### config.mk
export PLATFORM = sky130hd
export DESIGN_NAME = battery_blink_code_sequencer
export DESIGN_NICKNAME = d
export VERILOG_FILES = /design/src/design/bbcs_pkg.sv /design/src/design/battery_blink_code_sequencer.sv /design/src/design/bbcs_csr.sv /design/src/design/bbcs_core.sv
export SDC_FILE = /design/constraint.sdc
export NUM_CORES = 1
export LEC_CHECK = 0
export ABC_AREA = 1
export BUFFER_PORTS_ARGS = -buffer_cell sky130_fd_sc_hd__buf_4
export CAP_MARGIN = 15
export CORE_MARGIN = 2
export CORE_UTILIZATION = 45
export CTS_CLUSTER_SIZE = 8
export DETAILED_ROUTE_END_ITERATION = 12
export HOLD_SLACK_MARGIN = 0.05
export PLACE_DENSITY = 0.7
export SLEW_MARGIN = 15
export SYNTH_ARGS = -nofsm -noshare
export SYNTH_HDL_FRONTEND = slang
export SYNTH_SLANG_ARGS = --single-unit
### constraint.sdc
create_clock -name clock -period 6.51 [get_ports clock]
set_input_delay 1.302 -clock clock [delete_from_list [all_inputs] [get_ports clock]]
set_output_delay 1.302 -clock clock [all_outputs]
set_load 0.03 [all_outputs]
### src/design/bbcs_pkg.sv
// Shared types, codes and step decode functions for the battery blink code sequencer.
`timescale 1ns / 1ps

package bbcs_pkg;

   localparam int unsigned NUM_SRC   = 3;
   localparam int unsigned DUR_W     = 12;
   localparam int unsigned THR_W     = 7;
   localparam int unsigned LEVEL_W   = 8;
   localparam int unsigned IDX_W     = 4;
   localparam int unsigned SRC_W     = 2;
   localparam int unsigned CSR_IDX_W = 3;

   localparam logic [LEVEL_W-1:0] LEVEL_FULL = 8'd100;

   localparam logic [1:0] MODE_TICK  = 2'd0;
   localparam logic [1:0] MODE_LAYER = 2'd1;
   localparam logic [1:0] MODE_SHOW  = 2'd2;

   localparam logic [2:0] C_OFF     = 3'd0;
   localparam logic [2:0] C_BLUE    = 3'd1;
   localparam logic [2:0] C_GREEN   = 3'd2;
   localparam logic [2:0] C_RED     = 3'd4;
   localparam logic [2:0] C_MAGENTA = 3'd5;
   localparam logic [2:0] C_YELLOW  = 3'd6;
   localparam logic [2:0] C_WHITE   = 3'd7;

   localparam logic [2:0] D_MARK_ON  = 3'd0;
   localparam logic [2:0] D_MARK_OFF = 3'd1;
   localparam logic [2:0] D_LEVEL    = 3'd2;
   localparam logic [2:0] D_INV_ON   = 3'd3;
   localparam logic [2:0] D_INV_OFF  = 3'd4;
   localparam logic [2:0] D_GAP      = 3'd5;

   localparam logic [CSR_IDX_W-1:0] R_MARKER_ON  = 3'd0;
   localparam logic [CSR_IDX_W-1:0] R_MARKER_OFF = 3'd1;
   localparam logic [CSR_IDX_W-1:0] R_LEVEL_ON   = 3'd2;
   localparam logic [CSR_IDX_W-1:0] R_INVALID_ON = 3'd3;
   localparam logic [CSR_IDX_W-1:0] R_INVALID_OFF = 3'd4;
   localparam logic [CSR_IDX_W-1:0] R_SIDE_GAP   = 3'd5;
   localparam logic [CSR_IDX_W-1:0] R_LOW_MAX    = 3'd6;
   localparam logic [CSR_IDX_W-1:0] R_MID_MAX    = 3'd7;

   typedef struct packed {
      logic [1:0]         mode;
      logic [7:0]         layer_id;
      logic [LEVEL_W-1:0] left_pct;
      logic               left_ok;
      logic [LEVEL_W-1:0] right_pct;
      logic               right_ok;
      logic [LEVEL_W-1:0] pad_pct;
      logic               pad_ok;
   } req_type;

   typedef struct packed {
      logic red_on;
      logic green_on;
      logic blue_on;
      logic showing_battery;
   } rsp_type;

   typedef struct packed {
      logic [DUR_W-1:0] marker_on_ms;
      logic [DUR_W-1:0] marker_off_ms;
      logic [DUR_W-1:0] level_on_ms;
      logic [DUR_W-1:0] invalid_on_ms;
      logic [DUR_W-1:0] invalid_off_ms;
      logic [DUR_W-1:0] side_gap_ms;
      logic [THR_W-1:0] low_level_max;
      logic [THR_W-1:0] mid_level_max;
   } cfg_type;

   typedef struct packed {
      logic [2:0] colour;
      logic [2:0] dur;
      logic       last;
   } step_type;

   function automatic logic [2:0] layer_colour(input logic [7:0] layer);
      logic [2:0] c;
      unique case (layer)
         8'd0:    c = C_OFF;
         8'd1:    c = C_BLUE;
         8'd2:    c = C_GREEN;
         8'd3:    c = C_RED;
         8'd4:    c = C_MAGENTA;
         default: c = C_WHITE;
      endcase
      return c;
   endfunction

   function automatic logic reading_invalid(input logic [LEVEL_W-1:0] lvl, input logic ok);
      return !ok || (lvl > LEVEL_FULL);
   endfunction

   function automatic logic [2:0] level_colour(input logic [LEVEL_W-1:0] lvl,
                                               input logic [THR_W-1:0] lo,
                                               input logic [THR_W-1:0] mid);
      logic [2:0] c;
      if (lvl <= {1'b0, lo}) begin
         c = C_RED;
      end else if (lvl <= {1'b0, mid}) begin
         c = C_YELLOW;
      end else begin
         c = C_GREEN;
      end
      return c;
   endfunction

   // Step k of one source: optional gap, marker pairs, then the level part.
   function automatic step_type step_decode(input logic [SRC_W-1:0] src,
                                            input logic [IDX_W-1:0] idx,
                                            input logic             invalid,
                                            input logic [2:0]       lvl_col);
      step_type         s;
      logic [IDX_W-1:0] m;
      logic [IDX_W-1:0] marks;
      logic [IDX_W-1:0] j;
      logic [SRC_W-1:0] src_p1;
      src_p1 = src + 2'd1;
      m      = idx - {{(IDX_W-1){1'b0}}, (src != '0)};
      marks  = {1'b0, src_p1, 1'b0};
      j      = m - marks;
      s      = '0;
      if ((src != '0) && (idx == '0)) begin
         s.colour = C_OFF;
         s.dur    = D_GAP;
      end else if (m < marks) begin
         s.colour = m[0] ? C_OFF : C_WHITE;
         s.dur    = m[0] ? D_MARK_OFF : D_MARK_ON;
      end else if (invalid) begin
         s.colour = (j == 4'd1) ? C_OFF : C_MAGENTA;
         s.dur    = (j == 4'd1) ? D_INV_OFF : D_INV_ON;
         s.last   = (j == 4'd2);
      end else begin
         s.colour = lvl_col;
         s.dur    = D_LEVEL;
         s.last   = 1'b1;
      end
      return s;
   endfunction

   function automatic logic [DUR_W-1:0] dur_ticks(input cfg_type cfg, input logic [2:0] dur);
      logic [DUR_W-1:0] t;
      unique case (dur)
         D_MARK_ON:  t = cfg.marker_on_ms;
         D_MARK_OFF: t = cfg.marker_off_ms;
         D_LEVEL:    t = cfg.level_on_ms;
         D_INV_ON:   t = cfg.invalid_on_ms;
         D_INV_OFF:  t = cfg.invalid_off_ms;
         default:    t = cfg.side_gap_ms;
      endcase
      if (t == '0) begin
         t = {{(DUR_W-1){1'b0}}, 1'b1};
      end
      return t;
   endfunction

endpackage

### src/design/battery_blink_code_sequencer.sv
// Top level of the battery blink code sequencer: handshakes, config registers, playback core.
`timescale 1ns / 1ps

// Takes one transaction per clock cycle while no pending result is held back; its result is
// offered in the cycle after acceptance and stays in the output register until taken. The
// LED drive and playback flag registers are the result register, so a new transaction
// enters in the same cycle that the pending result leaves. Config writes are always ready.

module battery_blink_code_sequencer (
   input  logic                               clock,
   input  logic                               reset,
   input  logic                               req_valid,
   output logic                               req_ready,
   input  bbcs_pkg::req_type                  req_data,
   output logic                               rsp_valid,
   input  logic                               rsp_ready,
   output bbcs_pkg::rsp_type                  rsp_data,
   input  logic                               csr_valid,
   output logic                               csr_ready,
   input  logic [bbcs_pkg::CSR_IDX_W-1:0]     csr_index,
   input  logic [bbcs_pkg::DUR_W-1:0]         csr_data
);

   bbcs_pkg::cfg_type cfg;
   logic              rsp_valid_ff, rsp_valid_in;
   logic              req_fire;
   logic [2:0]        led_colour;
   logic              playing;

   assign req_ready = !rsp_valid_ff || rsp_ready;
   assign req_fire  = req_valid && req_ready;
   assign rsp_valid = rsp_valid_ff;

   assign rsp_data.red_on          = led_colour[2];
   assign rsp_data.green_on        = led_colour[1];
   assign rsp_data.blue_on         = led_colour[0];
   assign rsp_data.showing_battery = playing;

   // hold the result until taken
   always_comb begin
      rsp_valid_in = rsp_valid_ff;
      if (req_fire) begin
         rsp_valid_in = 1'b1;
      end else if (rsp_ready) begin
         rsp_valid_in = 1'b0;
      end
   end

   always_ff @(posedge clock) begin
      if (reset) begin
         rsp_valid_ff <= 1'b0;
      end else begin
         rsp_valid_ff <= rsp_valid_in;
      end
   end

   bbcs_csr u_csr (
      .clock     (clock),
      .reset     (reset),
      .csr_valid (csr_valid),
      .csr_ready (csr_ready),
      .csr_index (csr_index),
      .csr_data  (csr_data),
      .cfg       (cfg)
   );

   bbcs_core u_core (
      .clock      (clock),
      .reset      (reset),
      .accept     (req_fire),
      .req        (req_data),
      .cfg        (cfg),
      .led_colour (led_colour),
      .playing    (playing)
   );

   a_result_follows: assert property (@(posedge clock) disable iff (reset)
      req_fire |=> rsp_valid)
      else $error("accepted transaction produced no result");

   a_show_starts: assert property (@(posedge clock) disable iff (reset)
      req_fire && (req_data.mode == bbcs_pkg::MODE_SHOW) |=> rsp_data.showing_battery)
      else $error("show request did not start playback");

   a_layer_idle: assert property (@(posedge clock) disable iff (reset)
      req_fire && (req_data.mode == bbcs_pkg::MODE_LAYER) && !rsp_data.showing_battery
      |=> {rsp_data.red_on, rsp_data.green_on, rsp_data.blue_on}
          == bbcs_pkg::layer_colour($past(req_data.layer_id)))
      else $error("layer colour not shown while idle");

   a_idle_tick: assert property (@(posedge clock) disable iff (reset)
      req_fire && (req_data.mode == bbcs_pkg::MODE_TICK) && !rsp_data.showing_battery
      |=> $stable(rsp_data))
      else $error("tick changed LED while idle");

endmodule

### src/design/bbcs_csr.sv
// Configuration register file for the battery blink code sequencer.
`timescale 1ns / 1ps

module bbcs_csr (
   input  logic                               clock,
   input  logic                               reset,
   input  logic                               csr_valid,
   output logic                               csr_ready,
   input  logic [bbcs_pkg::CSR_IDX_W-1:0]     csr_index,
   input  logic [bbcs_pkg::DUR_W-1:0]         csr_data,
   output bbcs_pkg::cfg_type                  cfg
);

   bbcs_pkg::cfg_type cfg_ff;
   bbcs_pkg::cfg_type cfg_in;

   assign csr_ready = 1'b1;
   assign cfg       = cfg_ff;

   always_comb begin
      cfg_in = cfg_ff;
      if (csr_valid) begin
         unique case (csr_index)
            bbcs_pkg::R_MARKER_ON:   cfg_in.marker_on_ms   = csr_data;
            bbcs_pkg::R_MARKER_OFF:  cfg_in.marker_off_ms  = csr_data;
            bbcs_pkg::R_LEVEL_ON:    cfg_in.level_on_ms    = csr_data;
            bbcs_pkg::R_INVALID_ON:  cfg_in.invalid_on_ms  = csr_data;
            bbcs_pkg::R_INVALID_OFF: cfg_in.invalid_off_ms = csr_data;
            bbcs_pkg::R_SIDE_GAP:    cfg_in.side_gap_ms    = csr_data;
            bbcs_pkg::R_LOW_MAX:     cfg_in.low_level_max  = csr_data[bbcs_pkg::THR_W-1:0];
            default:                 cfg_in.mid_level_max  = csr_data[bbcs_pkg::THR_W-1:0];
         endcase
      end
   end

   always_ff @(posedge clock) begin
      if (reset) begin
         cfg_ff.marker_on_ms   <= 12'd160;
         cfg_ff.marker_off_ms  <= 12'd140;
         cfg_ff.level_on_ms    <= 12'd1200;
         cfg_ff.invalid_on_ms  <= 12'd250;
         cfg_ff.invalid_off_ms <= 12'd150;
         cfg_ff.side_gap_ms    <= 12'd300;
         cfg_ff.low_level_max  <= 7'd15;
         cfg_ff.mid_level_max  <= 7'd50;
      end else begin
         cfg_ff <= cfg_in;
      end
   end

endmodule

### src/design/bbcs_core.sv
// Playback state and combinational next-state logic of the blink code sequencer.
`timescale 1ns / 1ps

module bbcs_core (
   input  logic              clock,
   input  logic              reset,
   input  logic              accept,
   input  bbcs_pkg::req_type req,
   input  bbcs_pkg::cfg_type cfg,
   output logic [2:0]        led_colour,
   output logic              playing
);

   logic [7:0]                       layer_ff, layer_in;
   logic [bbcs_pkg::LEVEL_W-1:0]     lvl_ff [bbcs_pkg::NUM_SRC];
   logic [bbcs_pkg::LEVEL_W-1:0]     lvl_in [bbcs_pkg::NUM_SRC];
   logic [bbcs_pkg::NUM_SRC-1:0]     ok_ff, ok_in;
   logic [bbcs_pkg::SRC_W-1:0]       src_ff, src_in;
   logic [bbcs_pkg::IDX_W-1:0]       idx_ff, idx_in;
   logic [bbcs_pkg::DUR_W-1:0]       ticks_ff, ticks_in;
   logic                             playing_ff, playing_in;
   logic [2:0]                       led_ff, led_in;

   logic [bbcs_pkg::SRC_W-1:0]       sel_src;
   logic [bbcs_pkg::IDX_W-1:0]       sel_idx;
   logic [bbcs_pkg::LEVEL_W-1:0]     sel_lvl;
   logic                             sel_ok;
   logic                             do_advance;
   logic [bbcs_pkg::DUR_W-1:0]       ticks_dec;
   bbcs_pkg::step_type               step;

   assign led_colour = led_ff;
   assign playing    = playing_ff;
   assign ticks_dec  = ticks_ff - {{(bbcs_pkg::DUR_W-1){1'b0}}, (ticks_ff != '0)};

   always_comb begin
      if (req.mode == bbcs_pkg::MODE_SHOW) begin
         sel_src = '0;
         sel_idx = '0;
         sel_lvl = req.left_pct;
         sel_ok  = req.left_ok;
      end else begin
         sel_src = src_ff;
         sel_idx = idx_ff;
         case (src_ff)
            2'd0: begin
               sel_lvl = lvl_ff[0];
               sel_ok  = ok_ff[0];
            end
            2'd1: begin
               sel_lvl = lvl_ff[1];
               sel_ok  = ok_ff[1];
            end
            default: begin
               sel_lvl = lvl_ff[2];
               sel_ok  = ok_ff[2];
            end
         endcase
      end
      step = bbcs_pkg::step_decode(sel_src, sel_idx,
                                   bbcs_pkg::reading_invalid(sel_lvl, sel_ok),
                                   bbcs_pkg::level_colour(sel_lvl, cfg.low_level_max,
                                                          cfg.mid_level_max));
   end

   always_comb begin
      layer_in   = layer_ff;
      lvl_in     = lvl_ff;
      ok_in      = ok_ff;
      src_in     = src_ff;
      idx_in     = idx_ff;
      ticks_in   = ticks_ff;
      playing_in = playing_ff;
      led_in     = led_ff;
      do_advance = 1'b0;
      if (accept) begin
         case (req.mode)
            bbcs_pkg::MODE_TICK: begin
               if (playing_ff) begin
                  ticks_in   = ticks_dec;
                  do_advance = (ticks_dec == '0);
               end
            end
            bbcs_pkg::MODE_LAYER: begin
               layer_in = req.layer_id;
               if (!playing_ff) begin
                  led_in = bbcs_pkg::layer_colour(req.layer_id);
               end
            end
            bbcs_pkg::MODE_SHOW: begin
               lvl_in[0]  = req.left_pct;
               lvl_in[1]  = req.right_pct;
               lvl_in[2]  = req.pad_pct;
               ok_in      = {req.pad_ok, req.right_ok, req.left_ok};
               playing_in = 1'b1;
               do_advance = 1'b1;
            end
            default: begin
            end
         endcase
      end
      if (do_advance) begin
         if (sel_src == bbcs_pkg::SRC_W'(bbcs_pkg::NUM_SRC)) begin
            playing_in = 1'b0;
            led_in     = bbcs_pkg::layer_colour(layer_ff);
         end else begin
            led_in   = step.colour;
            ticks_in = bbcs_pkg::dur_ticks(cfg, step.dur);
            if (step.last) begin
               src_in = sel_src + 2'd1;
               idx_in = '0;
            end else begin
               src_in = sel_src;
               idx_in = sel_idx + 4'd1;
            end
         end
      end
   end

   always_ff @(posedge clock) begin
      if (reset) begin
         layer_ff   <= '0;
         lvl_ff     <= '{default: '0};
         ok_ff      <= '0;
         src_ff     <= '0;
         idx_ff     <= '0;
         ticks_ff   <= '0;
         playing_ff <= 1'b0;
         led_ff     <= bbcs_pkg::C_OFF;
      end else begin
         layer_ff   <= layer_in;
         lvl_ff     <= lvl_in;
         ok_ff      <= ok_in;
         src_ff     <= src_in;
         idx_ff     <= idx_in;
         ticks_ff   <= ticks_in;
         playing_ff <= playing_in;
         led_ff     <= led_in;
      end
   end

endmodule

# == Word level (Yosys, flattened, before mapping) ==
# Cells that the tools add are included.
# totals
latch_bits,0
mem_bits_ro,0
output_inout_bits,7
word_cells,132
memories,0
input_bits,57
regBits,144
mem_bits_rw,0
# op_classes
eq_ne,25
n_addsub,5
n_reduce_logical,33
div,0
order_cmp,4
bitwise,2
n_mul,0
mux,44
n_shift,0
# ops
cell,count
2-to-1 mux 12 bit,8
case mux 12 bit (5 select lines),1
"equality test 8 x 2 -> 1 bit, second input constant",4
2-to-1 mux 3 bit,10
case mux 3 bit (5 select lines),2
logical NOT 12 bit,2
AND reduction 2 bit,11
"equality test 8 x 1 -> 1 bit, second input constant",2
"equality test 8 x 3 -> 1 bit, second input constant",2
less-or-equal comparator 8 x 7 -> 1 bit,2
logical NOT 8 bit,2
case mux 8 bit (2 select lines),1
"equality test 3 x 2 -> 1 bit, second input constant",4
"equality test 3 bit, second input constant",4
2-to-1 mux 1 bit,12
2-to-1 mux 6 bit,2
nonzero test 12 bit,1
subtractor 12 x 1 -> 12 bit,1
"greater-than comparator 8 x 7 -> 1 bit, second input constant",1
2-to-1 mux 4 bit,2
2-to-1 mux 8 bit,1
nonzero test 2 bit,4
2-to-1 mux 7 bit,1
OR reduction 7 bit,1
other kinds (21),32

# == Logic depth before layout (Yosys ltp) ==
# depth
ltp_word,18
depth_mapped,28
mapped_depth_nobuf,27

# == Hierarchy ==
# From an unflattened synthesis, not the netlist that was laid out.
# hier_totals
hier_cells,1182
area_unflattened_um2,7843.8
# by_module_without_submodules
module,area_per_inst_um2,n_inst,seq_area_each_um2,cells_per_inst
bbcs_core,4434.3,1,1141.1,703
bbcs_csr,3354.5,1,1721.7,472
battery_blink_code_sequencer,55.1,1,20.0,7

# == Worst setup path after synthesis ==
# No wires, ideal clock.
# synth_timing
kind,input -> register
startpoint,in req_data[36] (netlist bit)
endpoint,reg u_core.ticks_ff[0] (netlist bit)
stages,27
n_path_buf,1
setup_time_ps,70
required_ps,6440
t_arrival_ps,4197
path_slack_ps,2243
cell_sequence,inv_1 -> nor2_2 -> nor2_1 -> inv_1 -> ha_1 -> inv_1 -> ha_1 -> ha_1 -> ha_1 -> inv_1 -> fa_1 -> inv_1 -> nand3_1 -> nor2_2 -> nor2_1 -> nand2_4 -> nand2_4 -> buf_6 -> nand3_2 -> nand2_1 -> inv_2 -> nand2_1 -> nand2_1 -> nand2_1 -> nor2_1 -> nand3_1 -> a21oi_1
# synth_via
elab_chain_cells,18
word_cells_on_any_way,39
cone_classes,add/sub: 3; order compare: 2; eq/ne: 7; mux: 19; reduce/logical: 8
# synth_rtl
item,line_no,rtl
"start, declared",battery_blink_code_sequencer.sv:14,"input bbcs_pkg::req_type req_data,"
equality test 2 bit,"bbcs_core.sv:37, bbcs_core.sv:77",
2-to-1 mux 2 bit,bbcs_core.sv:37,if (req.mode == bbcs_pkg::MODE_SHOW) begin
nonzero test 2 bit,"bbcs_pkg.sv:121, bbcs_pkg.sv:125",
subtractor 4 x 1 -> 4 bit,bbcs_pkg.sv:121,"m = idx - {{(IDX_W-1){1'b0}}, (src != '0)};"
subtractor 4 x 3 -> 4 bit,bbcs_pkg.sv:123,j = m - marks;
equality test 4 x 1 -> 1 bit,bbcs_pkg.sv:133,s.dur = (j == 4'd1) ? D_INV_OFF : D_INV_ON;
2-to-1 mux 3 bit,bbcs_pkg.sv:133,
2-to-1 mux 7 bit,bbcs_pkg.sv:131,end else if (invalid) begin
(+2 left out),-,
"equality test 3 bit, or another cell as far along",bbcs_pkg.sv:145,unique case (dur)
case mux 12 bit (5 select lines),bbcs_pkg.sv:145,
2-to-1 mux 12 bit,bbcs_core.sv:103,if (sel_src == bbcs_pkg::SRC_W'(bbcs_pkg::NUM_SRC)) begin
2-to-1 mux 12 bit,bbcs_core.sv:102,if (do_advance) begin
logical NOT 12 bit,bbcs_pkg.sv:153,if (t == '0) begin
2-to-1 mux 12 bit,bbcs_pkg.sv:153,
2-to-1 mux 12 bit,bbcs_core.sv:103,
2-to-1 mux 12 bit *,bbcs_core.sv:102,
"end signal, assigned",bbcs_core.sv:136,ticks_ff <= ticks_in;
"end, declared",bbcs_core.sv:20,"logic [bbcs_pkg::DUR_W-1:0] ticks_ff, ticks_in;"
# Mark *: on every way between the ends. The rest lies on a longest branch, timed or not. The select of a mux whose other input is x is not followed.
# A chain may end at the register's enable or synchronous reset.

# == Worst setup path in the final report ==
# Same ends and word-level chain as after synthesis.

==> run metrics <==
Critical Path Start req_data[36]; register area share after synthesis 0.386; RSZ-0062 raised after global routing no; Critical Path, Cell by Cell buf_4, inv_1, nor2_2, nor2_1, inv_1, ha_1, inv_1, ha_1, ha_1, xnor2_1, ha_1, a21oi_1, nand2_2, nor2_2, inv_2, nand4_2, inv_2, a21oi_1, nand2_1, nand2_1, nand2_1, nor2_1, nand3_1, a21oi_1; Arrival @ worst endpoint 4.99 ns; pin count of the biggest net entering global routing 92; Final Setup Violations 0; outcome finished clean; Fmax 216 MHz; Avg Cell Area, Syn 6.79 um^2; post-synth top area cell dfxtp_1; diode count 0; post-synthesis cell type count 45; Die Span Y 133 um; EDFF count, synth 0; Min Clock Period, post-route 4.62 ns; smallest hold slack 0.453 ns; die area 17600 um^2; critical path class in2reg; relative slew slack 0.289; number of global-route vias before repair 6381; Starting Density 0.455; post-cts resize count 0; Worst Clk Skew 0.00862 ns; startpoint types input pin; FF+latch count, synth 144; initial antenna violation count 0; top post-synthesis cells by area dfxtp_1 (39%), nand2_1 (10%), nor2_1 (8.3%), o21ai_0 (8.1%), inv_1 (6.4%); crit-path max cell delay 0.30 ns; simple-gate area share of the yosys netlist 0.278; dominant synthesized flop cell dfxtp_1; CTS Root Cell clkbuf_16; Post-CTS Hold Buffers 0; Synth Cell Area 7470 um^2; Area Growth Syn to Fin 15.2%; Detail Route Antenna Nets 0; CTS tree yes; Leakage Power 4.07 nW; GR Overflow Total 0; largest family of logic cells by synthesized area simple AND/OR/NAND/NOR gates; max-cap violation count 0; H-Tree Level Count 4; share of the synthesized area in the top cell type 0.386; Final Cycle Share 0.710; Tot GR Track Use 0.228; die width 133 um; DRC violation count after routing 0; Synth Area in Compound Gates 0.178; DR WL/cell 14.4 um; adder-cell share of the synthesized area 0.0429; first-pass GRT wire length 32500 um; CTS buffer count 17; RR Startpoint u_core.ticks_ff[7]; # rows 47; Longest Clk Path Bufs 2; synth warn 0; beginning of the worst hold path u_core.lvl_ff[22]; cells after synthesis 1099; Max Slew Vio Count 0; share of cells above drive strength 1 0.129; GPL Wtd Cong 0.883; delay-heaviest family, CP simple AND/OR/NAND/NOR gates; Setup Fix Bufs, Post-CTS 0; Synth Net Count 1181; leading cell type in the layout, fill and taps excluded nand2_1; Port Buffers 62; CP required 6.88 ns; final setup TNS 0 ns; Core Area 16400 um^2; crit end category register; Post-Synth XOR/XNOR Area 0.0129; CP max FO 12; Via Count 7060; commonest cells after routing, fill and taps aside nand2_1 (203), nor2_1 (165), dfxtp_1 (144), inv_1 (128), o21ai_0 (121); CTS sink cnt 144; Ports 64; ys async rst share 0; VDD IR max 244 uV; Skew-Pair Late Insertion Delay 0.43 ns; DP HPWL 13700 um; Worst-Margin Slew 1.06 ns; min-delay worst type reg2reg; Critical path buffers and inverters 6; routed wire length 19700 um; cell repeated most along the worst path ha_1; Pwr Density 261 nW/um^2; Vias/cell 5.16; Final nets 1218; slowest CP cell nor2_2; mux contribution to synthesized area 0; initial DRC count 494; Hold Vio Cnt, Final 0; Worst-path clk slew 0.06 ns; DR pass1 iterations 5
## kinds of logic after synthesis
group / Yosys count
buffers and inverters: 194
AO/OA/AOI/OAI: 248
XOR/XNOR: 11
adder cells (fa/ha/maj): 25
flip-flops: 144
AND/OR/NAND/NOR: 476
other: 1
## area by class of cell
class / count / area (um^2)
clock buffer: 17 / 425
multi-input combinational: 761 / 3820
timing repair buffer: 67 / 503
tap: 220 / 275
sequential: 144 / 2880
clock inverter: 15 / 153
fill: 1602 / 7800
inverter: 145 / 544
## registers in the layout, summed over array words and instances, names as in the netlist
name,count
u_csr.cfg,86
u_core.lvl_ff,24
u_core.ticks_ff,12
u_core.layer_ff,8
u_core.idx_ff,4
u_core.led_colour,3
u_core.ok_ff,3
u_core.src_ff,2
rsp_valid,1
u_core.playing,1
## tightest hold or removal path: stages (launching register included)
cell and delay, ns:
dfxtp_1 0.30, inv_1 0.06, a21oi_1 0.05
## layer usage
layer,share of wire,GRT usage
met1,0.47,0.310
met2,0.45,0.362
met3,0.066,0.0533
met4,0.018,0.0699
met5,0,0
## power by group
part           switching [mW]  internal (mW)
sequential             0.0220          0.919
combinational           0.230          0.119
clock                   0.420          0.537
## through the flow
step | setup WS [ns] | util | std cells | total power [mW] | instance area, um^2
final | 1.89 | 0.524 | 1369 | 2.25 | 8600
after global routing | 1.53 | 0.524 | 1369 | 2.34 | 8600
after CTS | 1.90 | 0.524 | 1369 | 2.26 | 8600
after detailed placement | 1.49 | 0.489 | 1337 | 1.30 | 8030
after global placement | 1.66 | 0.489 | 1337 | 1.30 | 8030
after floorplan | 2.24 | - | 1099 | 1.20 | 7470
## synthesized netlist by cell type (all sizes together), types with 8 or more instances
library cell and number:
nand2 210, nor2 171, dfxtp 144, inv 139, o21ai 128, a21oi 88
nand3 54, clkbuf 34, ha 24, o211ai 17, buf 15, nand4 11
or2 11, xor2 9, nor4 8
## path summary, 6_finish.rpt
| check | end | slack [ns] | depth (start not counted) |
|---|---|---|---|
| worst max register to register | u_core.ticks_ff[6] | 2.26 | 17 |
| worst min-delay path | u_core.lvl_ff[22] | 0.45 | 2 |
| worst max-delay path | u_core.ticks_ff[0] | 1.89 | 24 |
| worst min register to register | u_core.lvl_ff[22] | 0.45 | 2 |
Note: power is estimated with default switching activity, not from simulation.
